<file path="src/sv/lnss_pkg.sv">
`timescale 1ns / 1ps
`default_nettype none
// ----------------------------------------------------------------------------
// lnss_pkg
// Shared types and constants of the nearest-sector speed adjust block.
// ----------------------------------------------------------------------------
package lnss_pkg;

  // Field widths.
  localparam int ANGLE_Q_W = 16;
  localparam int DIST_Q_W  = 32;
  localparam int QUAL_W    = 8;
  localparam int DIR_W     = 3;
  localparam int SPEED_W   = 8;
  localparam int THR_W     = 16;
  localparam int NDIST_W   = 16;
  localparam int ANGLE_W   = 9;
  localparam int CFG_IDX_W = 2;
  localparam int CFG_DW    = 16;

  localparam int QUALITY_SHIFT = 2;

  // angle = (angle_q14 * 90) >> 14
  localparam int ANGLE_MULT = 90;
  localparam int ANGLE_FRAC = 14;
  localparam int PROD_W     = ANGLE_Q_W + 7;

  // Sector limits in degrees.
  localparam logic [ANGLE_W-1:0] FRONT_HI = 9'd45;
  localparam logic [ANGLE_W-1:0] RIGHT_HI = 9'd135;
  localparam logic [ANGLE_W-1:0] REAR_HI  = 9'd225;
  localparam logic [ANGLE_W-1:0] FRONT_LO = 9'd315;

  // Reset values.
  localparam logic [THR_W-1:0]   THR_RST    = 16'd700;
  localparam logic [SPEED_W-1:0] NORMAL_RST = 8'd80;
  localparam logic [SPEED_W-1:0] MAX_RST    = 8'd150;
  localparam logic [SPEED_W-1:0] SPEED_RST  = 8'd80;

  // Scan summary queue.
  localparam int QDEPTH = 2;
  localparam int QAW    = $clog2(QDEPTH);

  typedef enum logic [DIR_W-1:0] {
    DIR_NONE  = 3'd0,
    DIR_FRONT = 3'd1,
    DIR_RIGHT = 3'd2,
    DIR_REAR  = 3'd3,
    DIR_LEFT  = 3'd4
  } dir_t;

  typedef enum logic [CFG_IDX_W-1:0] {
    CFG_THRESHOLD = 2'd0,
    CFG_NORMAL    = 2'd1,
    CFG_MAX       = 2'd2
  } cfg_idx_t;

  typedef struct packed {
    logic [THR_W-1:0]   threshold;
    logic [SPEED_W-1:0] cruise_spd;
    logic [SPEED_W-1:0] top_spd;
  } cfg_t;

  // What one finished scan leaves for the speed logic.
  typedef struct packed {
    logic               found;
    logic [NDIST_W-1:0] nearest_mm;
    logic [ANGLE_W-1:0] angle;
  } scan_sum_t;

endpackage
`default_nettype wire

</file>
<file path="src/sv/lnss_if.sv">
`timescale 1ns / 1ps
`default_nettype none
// ----------------------------------------------------------------------------
// lnss_in_if / lnss_out_if
// Valid/ready channels for measurement nodes and speed results.
// ----------------------------------------------------------------------------
interface lnss_in_if import lnss_pkg::*; ();
  logic                 valid;
  logic                 ready;
  logic [ANGLE_Q_W-1:0] angle_q14;
  logic [DIST_Q_W-1:0]  dist_q2;
  logic [QUAL_W-1:0]    quality;
  logic                 last_of_scan;

  modport source (output valid, angle_q14, dist_q2, quality, last_of_scan,
                  input ready);
  modport sink   (input valid, angle_q14, dist_q2, quality, last_of_scan,
                  output ready);
endinterface

interface lnss_out_if import lnss_pkg::*; ();
  logic               valid;
  logic               ready;
  logic [DIR_W-1:0]   direction;
  logic [SPEED_W-1:0] speed_out;

  modport source (output valid, direction, speed_out, input ready);
  modport sink   (input valid, direction, speed_out, output ready);
endinterface
`default_nettype wire

</file>
<file path="src/sv/lnss_front.sv">
`timescale 1ns / 1ps
`default_nettype none
// ----------------------------------------------------------------------------
// lnss_front
// Accepts nodes, qualifies them and tracks the nearest one of each scan.
// ----------------------------------------------------------------------------
module lnss_front import lnss_pkg::*; (
  input  logic       clk,
  input  logic       rst_n,
  lnss_in_if.sink    in_ch,
  input  cfg_t       cfg,
  input  logic       q_full,
  output logic       push,
  output scan_sum_t  push_data
);

  logic                  found_r, found_nxt;
  logic [NDIST_W-1:0]    ndist_r, ndist_nxt;
  logic [ANGLE_W-1:0]    nangle_r, nangle_nxt;

  logic [PROD_W-1:0]     prod;
  logic [ANGLE_W-1:0]    angle;
  logic [DIST_Q_W-3:0]   node_mm;
  logic [QUAL_W-1:0]     qual;
  logic                  cand;
  logic                  better;
  logic                  accept;

  assign in_ch.ready = !q_full;
  assign accept      = in_ch.valid && in_ch.ready;

  assign prod    = PROD_W'(in_ch.angle_q14) * PROD_W'(ANGLE_MULT);
  assign angle   = prod[ANGLE_FRAC +: ANGLE_W];
  assign node_mm = in_ch.dist_q2[DIST_Q_W-1:2];
  assign qual    = in_ch.quality >> QUALITY_SHIFT;

  // A candidate is below the threshold, so its distance fits the 16-bit slot.
  assign cand   = (node_mm < (DIST_Q_W-2)'(cfg.threshold)) && (node_mm != '0)
                  && (qual != '0);
  assign better = cand && (!found_r || (node_mm[NDIST_W-1:0] < ndist_r));

  always_comb begin
    found_nxt  = found_r;
    ndist_nxt  = ndist_r;
    nangle_nxt = nangle_r;
    push_data.found      = found_r;
    push_data.nearest_mm = ndist_r;
    push_data.angle      = nangle_r;
    if (better) begin
      push_data.found      = 1'b1;
      push_data.nearest_mm = node_mm[NDIST_W-1:0];
      push_data.angle      = angle;
    end
    push = accept && in_ch.last_of_scan;
    if (accept) begin
      if (in_ch.last_of_scan) begin
        found_nxt = 1'b0;
      end else if (better) begin
        found_nxt  = 1'b1;
        ndist_nxt  = node_mm[NDIST_W-1:0];
        nangle_nxt = angle;
      end
    end
  end

  always_ff @(posedge clk) begin
    if (!rst_n) begin
      found_r <= 1'b0;
    end else begin
      found_r <= found_nxt;
    end
  end

  always_ff @(posedge clk) begin
    ndist_r  <= ndist_nxt;
    nangle_r <= nangle_nxt;
  end

endmodule
`default_nettype wire

</file>
<file path="src/sv/lnss_queue.sv">
`timescale 1ns / 1ps
`default_nettype none
// ----------------------------------------------------------------------------
// lnss_queue
// Short queue of scan summaries between the node front end and speed logic.
// ----------------------------------------------------------------------------
module lnss_queue import lnss_pkg::*; (
  input  logic      clk,
  input  logic      rst_n,
  input  logic      push,
  input  scan_sum_t push_data,
  output logic      full,
  input  logic      pop,
  output logic      valid,
  output scan_sum_t head
);

  scan_sum_t        mem_r [QDEPTH];
  logic [QAW-1:0]   wptr_r, wptr_nxt;
  logic [QAW-1:0]   rptr_r, rptr_nxt;
  logic [QAW:0]     count_r, count_nxt;

  assign full  = (count_r == (QAW+1)'(QDEPTH));
  assign valid = (count_r != '0);
  assign head  = mem_r[rptr_r];

  always_comb begin
    wptr_nxt  = wptr_r;
    rptr_nxt  = rptr_r;
    count_nxt = count_r;
    if (push) begin
      wptr_nxt = (wptr_r == QAW'(QDEPTH-1)) ? '0 : wptr_r + 1'b1;
    end
    if (pop) begin
      rptr_nxt = (rptr_r == QAW'(QDEPTH-1)) ? '0 : rptr_r + 1'b1;
    end
    if (push && !pop) begin
      count_nxt = count_r + 1'b1;
    end else if (pop && !push) begin
      count_nxt = count_r - 1'b1;
    end
  end

  always_ff @(posedge clk) begin
    if (!rst_n) begin
      wptr_r  <= '0;
      rptr_r  <= '0;
      count_r <= '0;
    end else begin
      wptr_r  <= wptr_nxt;
      rptr_r  <= rptr_nxt;
      count_r <= count_nxt;
    end
  end

  always_ff @(posedge clk) begin
    if (push) begin
      mem_r[wptr_r] <= push_data;
    end
  end

`ifndef SYNTHESIS
  a_no_overflow: assert property (@(posedge clk) disable iff (!rst_n)
    push |-> (!full || pop))
    else $error("scan summary pushed into a full queue");

  a_no_underflow: assert property (@(posedge clk) disable iff (!rst_n)
    pop |-> valid)
    else $error("scan summary popped from an empty queue");

  a_count_range: assert property (@(posedge clk) disable iff (!rst_n)
    count_r <= (QAW+1)'(QDEPTH))
    else $error("queue fill count beyond depth");
`endif

endmodule
`default_nettype wire

</file>
<file path="src/sv/lnss_back.sv">
`timescale 1ns / 1ps
`default_nettype none
// ----------------------------------------------------------------------------
// lnss_back
// Classifies each scan's nearest node and steps the speed; holds the result.
// ----------------------------------------------------------------------------
module lnss_back import lnss_pkg::*; (
  input  logic      clk,
  input  logic      rst_n,
  input  cfg_t      cfg,
  input  logic      q_valid,
  input  scan_sum_t q_head,
  output logic      pop,
  lnss_out_if.source out_ch
);

  logic               out_valid_r, out_valid_nxt;
  dir_t               dir_r, dir_nxt;
  logic [SPEED_W-1:0] speed_r, speed_nxt;
  logic [NDIST_W-1:0] prev_front_r, prev_front_nxt;
  logic [NDIST_W-1:0] prev_rear_r, prev_rear_nxt;
  logic [SPEED_W-1:0] relaxed;
  dir_t               dir;

  assign pop = q_valid && (!out_valid_r || out_ch.ready);

  assign out_ch.valid     = out_valid_r;
  assign out_ch.direction = dir_r;
  assign out_ch.speed_out = speed_r;

  always_comb begin
    priority if (!q_head.found) begin
      dir = DIR_NONE;
    end else if (q_head.angle <= FRONT_HI || q_head.angle >= FRONT_LO) begin
      dir = DIR_FRONT;
    end else if (q_head.angle <= RIGHT_HI) begin
      dir = DIR_RIGHT;
    end else if (q_head.angle <= REAR_HI) begin
      dir = DIR_REAR;
    end else begin
      dir = DIR_LEFT;
    end
  end

  always_comb begin
    priority if (speed_r > cfg.cruise_spd) begin
      relaxed = speed_r - 1'b1;
    end else if (speed_r < cfg.cruise_spd) begin
      relaxed = speed_r + 1'b1;
    end else begin
      relaxed = speed_r;
    end
  end

  always_comb begin
    out_valid_nxt  = out_valid_r && !out_ch.ready;
    dir_nxt        = dir_r;
    speed_nxt      = speed_r;
    prev_front_nxt = prev_front_r;
    prev_rear_nxt  = prev_rear_r;
    if (pop) begin
      out_valid_nxt  = 1'b1;
      dir_nxt        = dir;
      prev_front_nxt = (dir == DIR_FRONT) ? q_head.nearest_mm : '0;
      prev_rear_nxt  = (dir == DIR_REAR) ? q_head.nearest_mm : '0;
      unique case (dir)
        DIR_FRONT: begin
          // Without an earlier front distance the speed holds.
          if (prev_front_r != '0) begin
            if (q_head.nearest_mm < prev_front_r) begin
              speed_nxt = (speed_r != '0) ? speed_r - 1'b1 : speed_r;
            end else begin
              speed_nxt = relaxed;
            end
          end
        end
        DIR_REAR: begin
          if (prev_rear_r != '0) begin
            if (q_head.nearest_mm < prev_rear_r) begin
              speed_nxt = (speed_r < cfg.top_spd) ? speed_r + 1'b1 : speed_r;
            end else begin
              speed_nxt = relaxed;
            end
          end
        end
        default: begin
          speed_nxt = relaxed;
        end
      endcase
    end
  end

  always_ff @(posedge clk) begin
    if (!rst_n) begin
      out_valid_r  <= 1'b0;
      dir_r        <= DIR_NONE;
      speed_r      <= SPEED_RST;
      prev_front_r <= '0;
      prev_rear_r  <= '0;
    end else begin
      out_valid_r  <= out_valid_nxt;
      dir_r        <= dir_nxt;
      speed_r      <= speed_nxt;
      prev_front_r <= prev_front_nxt;
      prev_rear_r  <= prev_rear_nxt;
    end
  end

`ifndef SYNTHESIS
  a_speed_one_step: assert property (@(posedge clk) disable iff (!rst_n)
    pop |=> (speed_r == $past(speed_r)) || (speed_r == $past(speed_r) + 8'd1)
            || (speed_r == $past(speed_r) - 8'd1))
    else $error("speed moved by more than one step in a scan");

  a_none_clears_prev: assert property (@(posedge clk) disable iff (!rst_n)
    (pop && !q_head.found) |=> (prev_front_r == '0) && (prev_rear_r == '0))
    else $error("previous distances kept after an empty scan");
`endif

endmodule
`default_nettype wire

</file>
<file path="src/sv/lidar_nearest_sector_speed_adjust_unit.sv">
`timescale 1ns / 1ps
`default_nettype none
// ----------------------------------------------------------------------------
// lidar_nearest_sector_speed_adjust_unit
// Nearest-obstacle sector classifier with one-step speed adjustment.
//
// Nodes of a scan arrive on in_ch in ascending angle order, one beat each;
// the beat with last_of_scan set closes the scan. Each closing beat yields
// one beat on out_ch with the sector of the nearest qualifying node and the
// speed after this scan; other beats yield nothing.
// One node is accepted per cycle while the queue is not full. A closing
// beat is written to a two-entry summary queue and, when out_ch is free,
// its result passes from there into the output register that drives out_ch.
// The speed logic retires one scan per cycle from the queue, while out_ch
// accepts, into a single output register; while out_ch stalls, the queue
// fills and in_ch drops ready only once two summaries wait.
// cfg_we writes cfg_wdata to register cfg_index (0 threshold, 1 normal
// speed, 2 max speed); write only while the block is idle.
// Synchronous reset restores the registers to 700, 80 and 150, the speed
// to 80, and clears the queue, the scan state and the previous distances.
// ----------------------------------------------------------------------------
module lidar_nearest_sector_speed_adjust_unit import lnss_pkg::*; (
  input  logic                 clk,
  input  logic                 rst_n,
  lnss_in_if.sink              in_ch,
  lnss_out_if.source           out_ch,
  input  logic                 cfg_we,
  input  logic [CFG_IDX_W-1:0] cfg_index,
  input  logic [CFG_DW-1:0]    cfg_wdata
);

  cfg_t      cfg_r, cfg_nxt;
  logic      q_full;
  logic      q_valid;
  logic      push;
  logic      pop;
  scan_sum_t push_data;
  scan_sum_t q_head;

  always_comb begin
    cfg_nxt = cfg_r;
    if (cfg_we) begin
      unique case (cfg_idx_t'(cfg_index))
        CFG_THRESHOLD: cfg_nxt.threshold  = cfg_wdata[THR_W-1:0];
        CFG_NORMAL:    cfg_nxt.cruise_spd = cfg_wdata[SPEED_W-1:0];
        CFG_MAX:       cfg_nxt.top_spd    = cfg_wdata[SPEED_W-1:0];
        default: begin
          cfg_nxt = cfg_r;
        end
      endcase
    end
  end

  always_ff @(posedge clk) begin
    if (!rst_n) begin
      cfg_r.threshold  <= THR_RST;
      cfg_r.cruise_spd <= NORMAL_RST;
      cfg_r.top_spd    <= MAX_RST;
    end else begin
      cfg_r <= cfg_nxt;
    end
  end

  lnss_front u_front (
    .clk       (clk),
    .rst_n     (rst_n),
    .in_ch     (in_ch),
    .cfg       (cfg_r),
    .q_full    (q_full),
    .push      (push),
    .push_data (push_data)
  );

  lnss_queue u_queue (
    .clk       (clk),
    .rst_n     (rst_n),
    .push      (push),
    .push_data (push_data),
    .full      (q_full),
    .pop       (pop),
    .valid     (q_valid),
    .head      (q_head)
  );

  lnss_back u_back (
    .clk     (clk),
    .rst_n   (rst_n),
    .cfg     (cfg_r),
    .q_valid (q_valid),
    .q_head  (q_head),
    .pop     (pop),
    .out_ch  (out_ch)
  );

endmodule
`default_nettype wire
</file>
<file path="src/flat_wrapper.sv">
// flat-port wrapper written by rule: the top's interface ports become plain ports
module lidar_nearest_sector_speed_adjust_unit_flat import lnss_pkg::*;
  (clk, rst_n, cfg_we, cfg_index, cfg_wdata, in_ch_valid, in_ch_angle_q14, in_ch_dist_q2, in_ch_quality, in_ch_last_of_scan, in_ch_ready, out_ch_valid, out_ch_direction, out_ch_speed_out, out_ch_ready);
  lnss_in_if in_ch_i ();
  lnss_out_if out_ch_i ();
  input  logic clk;
  input  logic rst_n;
  input  logic cfg_we;
  input  logic [CFG_IDX_W-1:0] cfg_index;
  input  logic [CFG_DW-1:0] cfg_wdata;
  input wire logic [$bits(in_ch_i.valid)-1:0] in_ch_valid;
  input wire logic [$bits(in_ch_i.angle_q14)-1:0] in_ch_angle_q14;
  input wire logic [$bits(in_ch_i.dist_q2)-1:0] in_ch_dist_q2;
  input wire logic [$bits(in_ch_i.quality)-1:0] in_ch_quality;
  input wire logic [$bits(in_ch_i.last_of_scan)-1:0] in_ch_last_of_scan;
  output wire logic [$bits(in_ch_i.ready)-1:0] in_ch_ready;
  output wire logic [$bits(out_ch_i.valid)-1:0] out_ch_valid;
  output wire logic [$bits(out_ch_i.direction)-1:0] out_ch_direction;
  output wire logic [$bits(out_ch_i.speed_out)-1:0] out_ch_speed_out;
  input wire logic [$bits(out_ch_i.ready)-1:0] out_ch_ready;
  assign in_ch_i.valid = in_ch_valid;
  assign in_ch_i.angle_q14 = in_ch_angle_q14;
  assign in_ch_i.dist_q2 = in_ch_dist_q2;
  assign in_ch_i.quality = in_ch_quality;
  assign in_ch_i.last_of_scan = in_ch_last_of_scan;
  assign in_ch_ready = in_ch_i.ready;
  assign out_ch_valid = out_ch_i.valid;
  assign out_ch_direction = out_ch_i.direction;
  assign out_ch_speed_out = out_ch_i.speed_out;
  assign out_ch_i.ready = out_ch_ready;
  lidar_nearest_sector_speed_adjust_unit u_core (.clk(clk), .rst_n(rst_n), .in_ch(in_ch_i), .out_ch(out_ch_i), .cfg_we(cfg_we), .cfg_index(cfg_index), .cfg_wdata(cfg_wdata));
endmodule
</file>
<file path="config.mk">
export PLATFORM = sky130hd
export DESIGN_NAME = lidar_nearest_sector_speed_adjust_unit_flat
export DESIGN_NICKNAME = d
export VERILOG_FILES = /design/src/sv/lnss_pkg.sv /design/src/sv/lnss_if.sv /design/src/sv/lnss_front.sv /design/src/sv/lnss_queue.sv /design/src/sv/lnss_back.sv /design/src/sv/lidar_nearest_sector_speed_adjust_unit.sv /design/src/flat_wrapper.sv
export SDC_FILE = /design/constraint.sdc
export NUM_CORES = 1
export LEC_CHECK = 0
export BUFFER_PORTS_ARGS = -buffer_cell sky130_fd_sc_hd__buf_2
export CORE_MARGIN = 2
export CORE_UTILIZATION = 55
export DETAILED_ROUTE_END_ITERATION = 8
export GPL_ROUTABILITY_DRIVEN = 1
export PLACE_DENSITY = 0.76
export SKIP_LAST_GASP = 1
export SYNTH_ARGS = -nofsm -noshare
export SYNTH_HDL_FRONTEND = slang
export SYNTH_HIERARCHICAL = 1
export SYNTH_SLANG_ARGS = --single-unit
</file>
<file path="constraint.sdc">
create_clock -name clk -period 4.4 [get_ports clk]
set_input_delay 0.88 -clock clk [delete_from_list [all_inputs] [get_ports clk]]
set_output_delay 0.88 -clock clk [all_outputs]
set_load 0.05 [all_outputs]
</file>
* Yosys cells after proc, flatten, opt, wreduce, memory -nomap -nowiden *
Memories as Yosys holds them, arrays and structs flattened. A register that Yosys moved wholly into a read port is not among the register bits.
Cells that the tools add are included.

storage, ports and cells
  register bits after elaboration = 106
  memory bits (writable) = 52
  output and inout bits = 13
  memories kept = 1

operators by class
  $add $sub $neg = 6
  multiply operators = 1
  magnitude comparators = 11
  equal/unequal tests = 9
  muxes and demuxes = 27
  bitwise gates (word level) = 1
  reduce and logical (&&, ||, !) cells = 33

memory list
  memory                words  bits a word  rd ports  clocked after memory_dff  wr ports  line              RTL
  u_core.u_queue.mem_r  2      26           1         1                         1         lnss_queue.sv:18  scan_sum_t mem_r [QDEPTH];

operators by type and width
  operator                                                   number
  two-way mux 8 bit                                          8
  less-than comparator 16 bit                                3
  two-way mux 16 bit                                         2
  nonzero test 16 bit                                        2
  less-than comparator 30 x 16 -> 1 bit                      1
  nonzero test 30 bit                                        1
  two-way mux 26 bit                                         1
  multiplier 16 x 6 -> 22 bit (second input constant)        1
  <= comparator 9 x 8 -> 1 bit (second input constant)       2
  less-than comparator 8 bit                                 2
  one-hot mux 8 bit (2 select lines)                         1
  nonzero test 8 bit                                         2
  two-way mux 3 bit                                          4
  greater-or-equal comparator 9 bit (second input constant)  1
  <= comparator 9 x 6 -> 1 bit (second input constant)       1
  logical AND 1 bit                                          9
  two-way mux 1 bit                                          9
  adder 8 x 1 -> 8 bit (second input constant)               1
  greater-than comparator 8 bit                              1
  AND reduction 2 bit                                        4
  subtractor 8 x 1 -> 8 bit (second input constant)          1
  logical NOT 1 bit                                          6
  != test 3 x 2 -> 1 bit (second input constant)             2
  nonzero test 2 bit                                         3
  other kinds (14)                                           20

* Depth between registers and ports, before layout *
  depth after elaboration = 8
  gate-level depth with buffers = 14
  gate-level depth less buffers = 13

* Modules after synthesis *
Netlist, hierarchy kept.

modules (own cells, without submodules)
  module                                  times used  cells an instance  area each (um2)  seq. area each (um2)
  lnss_front                              1           402                3,881.2          770.7
  lnss_back                               1           471                3,534.6          880.8
  lnss_queue                              1           103                2,103.3          1,661.6
  lidar_nearest_sector_speed_adjust_unit  1           130                1,310.0          640.6

* Least setup slack after synthesis *
OpenSTA, ideal clock, no wires.

  path type = input to register
  from = input in_ch_dist_q2[17]
  to = register u_core.u_front.nangle_r[0] (enable)
  setup time = 0.444 ns
  arrival time = 4.065 ns
  required time = 3.956 ns
  path slack = -0.109 ns
  stages = 7
  buffers on the path = 0
  cell sequence = ha_1 -> a211o_1 -> a211oi_1 -> nand3_1 -> a2111oi_0 -> nand3_1 -> nor3b_1

between the ends
  longest elaborated chain between the ends = 5
  elaborated cells between the ends (all ways) = 8
  classes of those cells = order compare: 2; reduce/logical: 6

ends and longest elaborated chain
  item                                                                                 line                RTL
  start: declaration                                                                   flat_wrapper.sv:13  input wire logic [$bits(in_ch_i.dist_q2)-1:0] in_ch_dist_q2;
  less-than comparator 30 x 16 -> 1 bit / nonzero test 30 bit (equally long branches)  lnss_front.sv:38    assign cand = (node_mm < (DIST_Q_W-2)'(cfg.threshold)) && (node_mm != '0)
  logical AND 1 bit                                                                    lnss_front.sv:38
  logical AND 1 bit                                                                    lnss_front.sv:39    && (qual != '0);
  logical AND 1 bit (*)                                                                lnss_front.sv:40    assign better = cand && (!found_r || (node_mm[NDIST_W-1:0] < ndist_r));
  AND reduction 3 bit (no source line) (*)                                             -
  end signal: assignment                                                               lnss_front.sv:76    nangle_r <= nangle_nxt;
  end: declaration                                                                     lnss_front.sv:19    logic [ANGLE_W-1:0] nangle_r, nangle_nxt;

Every way passes the cells marked *; elsewhere a longest branch is shown, timed or not.
A chain may end at the register's enable or synchronous reset.

==> out/summary.txt <==
Drt via density -> 5.74
Post-cts resize count -> 0
WL/cell -> 16.3 µm
CTS tree -> built
P_leak -> 5.19 nW
Global-route wire length before repair -> 39,800 µm
Max-cap violations -> 0
Fin crit share -> 90.6%
Synth Instances -> 1,106
Post-Syn Nets -> 1,328
F_max -> 251 MHz
Grt total ovfl -> 0
Slowest CP cell -> fa_1
Crit path time final -> 3990 ps
DR iter-0 viols -> 576
Crit path cell chain -> buf_2 -> ha_1 -> fa_1 -> fa_1 -> ha_1 -> or3_1 -> o22a_1 -> a211oi_1 -> o21ai_0 -> and3_1 -> mux2_4
Site Rows -> 51
Initial antenna violation count -> 0
Top Ports -> 93
Postcts setup bufs -> 0
Drc violations -> 0
Cell Area, Synth -> 10,800 µm²
Detailed Place HPWL -> 17,800 µm
Final TNS setup -> 0 ps
Clock power share -> 24.9%
Worst hold path class -> flip-flop to flip-flop
Setup Skew -> 9.05 ps
Htree depth -> 4
Aggregate global-route resource usage -> 24.2%
CTS sink count -> 159
Nature of the critical path startpoint -> input port
Seq/Total Area, Yosys -> 36.5%
Slew Limit Headroom -> 56.1%
ANT nets after route -> 0
Pin count of the biggest net entering global routing -> 41
Setup violations, final -> 0
YS warnings -> 6
Switching share of total power -> 40.5%
Later-pin clock latency in the skew report -> 430 ps
CTS Buf Count -> 17
Antenna Cells -> 0
Drt pass-1 iters -> 5
Pwr Density -> 494 nW/µm²
Core area -> 19,400 µm²
Final hold vios -> 0
Arrival @ worst endpoint -> 4160 ps
Area Overhead vs Synth -> 12.4%
Maximum VDD drop -> 0.000343 V
Routed Wire Length -> 24,100 µm
Top delay family on crit path -> adder cells
Longest Clk Path Bufs -> 2
Most area-consuming cells after synthesis -> edfxtp_1, dfxtp_1, ha_1
Starting density of the core -> 55.8%
Outcome -> complete, no violations
Yosys reg bits -> 159
Root Buffer -> clkbuf_16
Sequential power share -> 30.2%
Largest stage delay on the critical path -> 580 ps
Gate power share -> 44.9%
Util after Layout -> 62.7%
CP Class -> input port to flip-flop
Nets -> 1,421
Internal -> 3.58 mW
Buffers added on ports -> 88
Critical path capture point type -> flip-flop
Clock slew at reported path FFs -> 60 ps
Worst Max-Slew Pin Slew -> 642 ps
Syn avg cell area -> 9.79 µm²
Ys async rst share -> 0%
WP data required -> 4580 ps
Fraction of layout cells with a size suffix above 1 -> 17.9%
P_sw -> 2.44 mW
Die Width -> 144 µm
Synth top area share -> 21.4%
Total power -> 6.02 mW
Max Transition Viols Final -> 0
Die area -> 20,800 µm²
Ys flop type -> dfxtp_1
Non-filler cells, final -> 1,477
Die H -> 144 µm
Dpl cells -> 1,445
Cell variety after synth -> 83
Number of synthesized flops with an enable pin -> 77
CP bufs+invs -> 1
Hold slack -> 456 ps
Vias -> 8,479
GP Congestion -> 0.878
Area leader, netlist -> edfxtp_1
Vias in the first global route -> 8,239
Cts hold-fix bufs -> 0
RSZ-0062 raised after global routing -> false
Critical path peak fanout -> 4
-- cell usage after synthesis, types with 16 or more instances --
cell / instances
mux2_2: 31
mux2_4: 20
fa_1: 17
nand4_1: 18
nand2_1: 109
nand3_1: 57
a21oi_1: 91
edfxtp_1: 77
o21ai_0: 35
dfxtp_1: 82
mux2i_1: 32
a21o_1: 16
inv_1: 132
nor2_1: 19
nor2b_1: 16
ha_1: 125
-- placed cells by master, fill, tap and decap left out, types with 4 or more instances in the layout --
cell and n:
a21o_1 16, dfxtp_1 82, fa_1 17, nor3_1 12, nor2b_1 15, buf_4 17, o21a_1 7, a21oi_1 91
xor2_1 12, nor2_1 19, o21ai_0 35, nand2_1 109, buf_2 88, o211ai_1 9, mux2_2 31, and2_1 9
inv_8 4, mux2i_1 32, a2111oi_0 5, nand2b_1 9, ha_1 125, a211o_1 5, inv_6 4, edfxtp_1 77
xnor2_1 13, a41oi_1 4, nand3_1 57, nor4_1 14, or3_1 8, mux2_4 20, nand4_1 18, a211oi_1 11
clkbuf_16 18, or2_2 4, and3_1 6, inv_1 132
-- state kept, by name, indices dropped and copies added, names as in the netlist, 2 cells and up, named ones only --
signal,cells
u_core/u_queue/mem_r,52
u_core/cfg_r,32
u_core/u_back/prev_front_r,16
u_core/u_back/prev_rear_r,16
u_core/u_front/ndist_r,16
u_core/u_front/nangle_r,9
u_core/u_back/out_ch.speed_out,8
u_core/u_back/out_ch.direction,3
u_core/u_queue/count_r,2
-- cell families (layout without fill, tap and decap cells) --
kind of cell               count (synthesis)  count (layout)  share of synthesized area, %
and+or+nand+nor                          308             308                          14.9
DFF                                      159             159                          36.5
muxes                                     83              83                          8.95
adders and majority gates                142             142                          17.6
AOI/OAI and AO/OA                        224             224                          13.6
xor gates and xnor gates                  25              25                          2.02
buffers and inverters                    165             271                          6.45
-- power by group through the flow --
stage | Combinational, mW | Sequential (mW) | Clock [mW]
final | 2.70 | 1.82 | 1.50
after global routing | 3.02 | 1.84 | 1.57
after CTS | 2.67 | 1.82 | 1.51
after detailed placement | 2.65 | 1.85 | 0
after global placement | 2.59 | 1.84 | 0
after floorplan | 1.92 | 1.91 | 0
-- layout make-up --
type / count / area, µm²
clock buffers: 19 / 464
clock inverters: 13 / 136
fillers: 1619 / 7230
inverters: 133 / 499
multi-input cells: 782 / 6200
flip-flops and latches: 159 / 3950
well taps: 265 / 332
repair buffers: 106 / 588
-- stage by stage --
stage / setup slack, ps / area (µm²)
2_1_floorplan: 252 / 10800
3_3_place_gp: 68.9 / 11600
3_5_place_dp: -1.57 / 11600
6_report: 412 / 12200
4_1_cts: 406 / 12200
5_1_grt: 177 / 12200
-- per-layer routing --
layer | global-route usage (%) | part of all wire [%] | wire, µm
met3 | 4.83 | 5.4 | 1300
met2 | 39.1 | 47 | 11200
met5 | 0 | 0 | 0
met1 | 32.1 | 45 | 10900
met4 | 9.40 | 2.7 | 654
-- path summary, 6_finish.rpt --
kind | end | cells past startpoint | startpoint | slack (ps)
worst max-delay path | u_core/u_queue/mem_r[0][8] | 11 | in_ch_angle_q14[4] | 410
worst min-delay path | u_core/u_back/out_ch.direction[1] | 2 | u_core/u_back/out_ch.direction[1] | 460
worst max register to register | u_core/u_back/out_ch.speed_out[5] | 9 | flip-flop | 590
worst min register to register | u_core/u_back/out_ch.direction[1] | 2 | u_core/u_back/out_ch.direction[1] | 460
-- worst min-delay path, cell delays in order, from the launching register on --
cell	delay [ps]
dfxtp_1	310
nand2_1	50
a21oi_1	50
No activity file was read; power rests on OpenSTA's default activity.
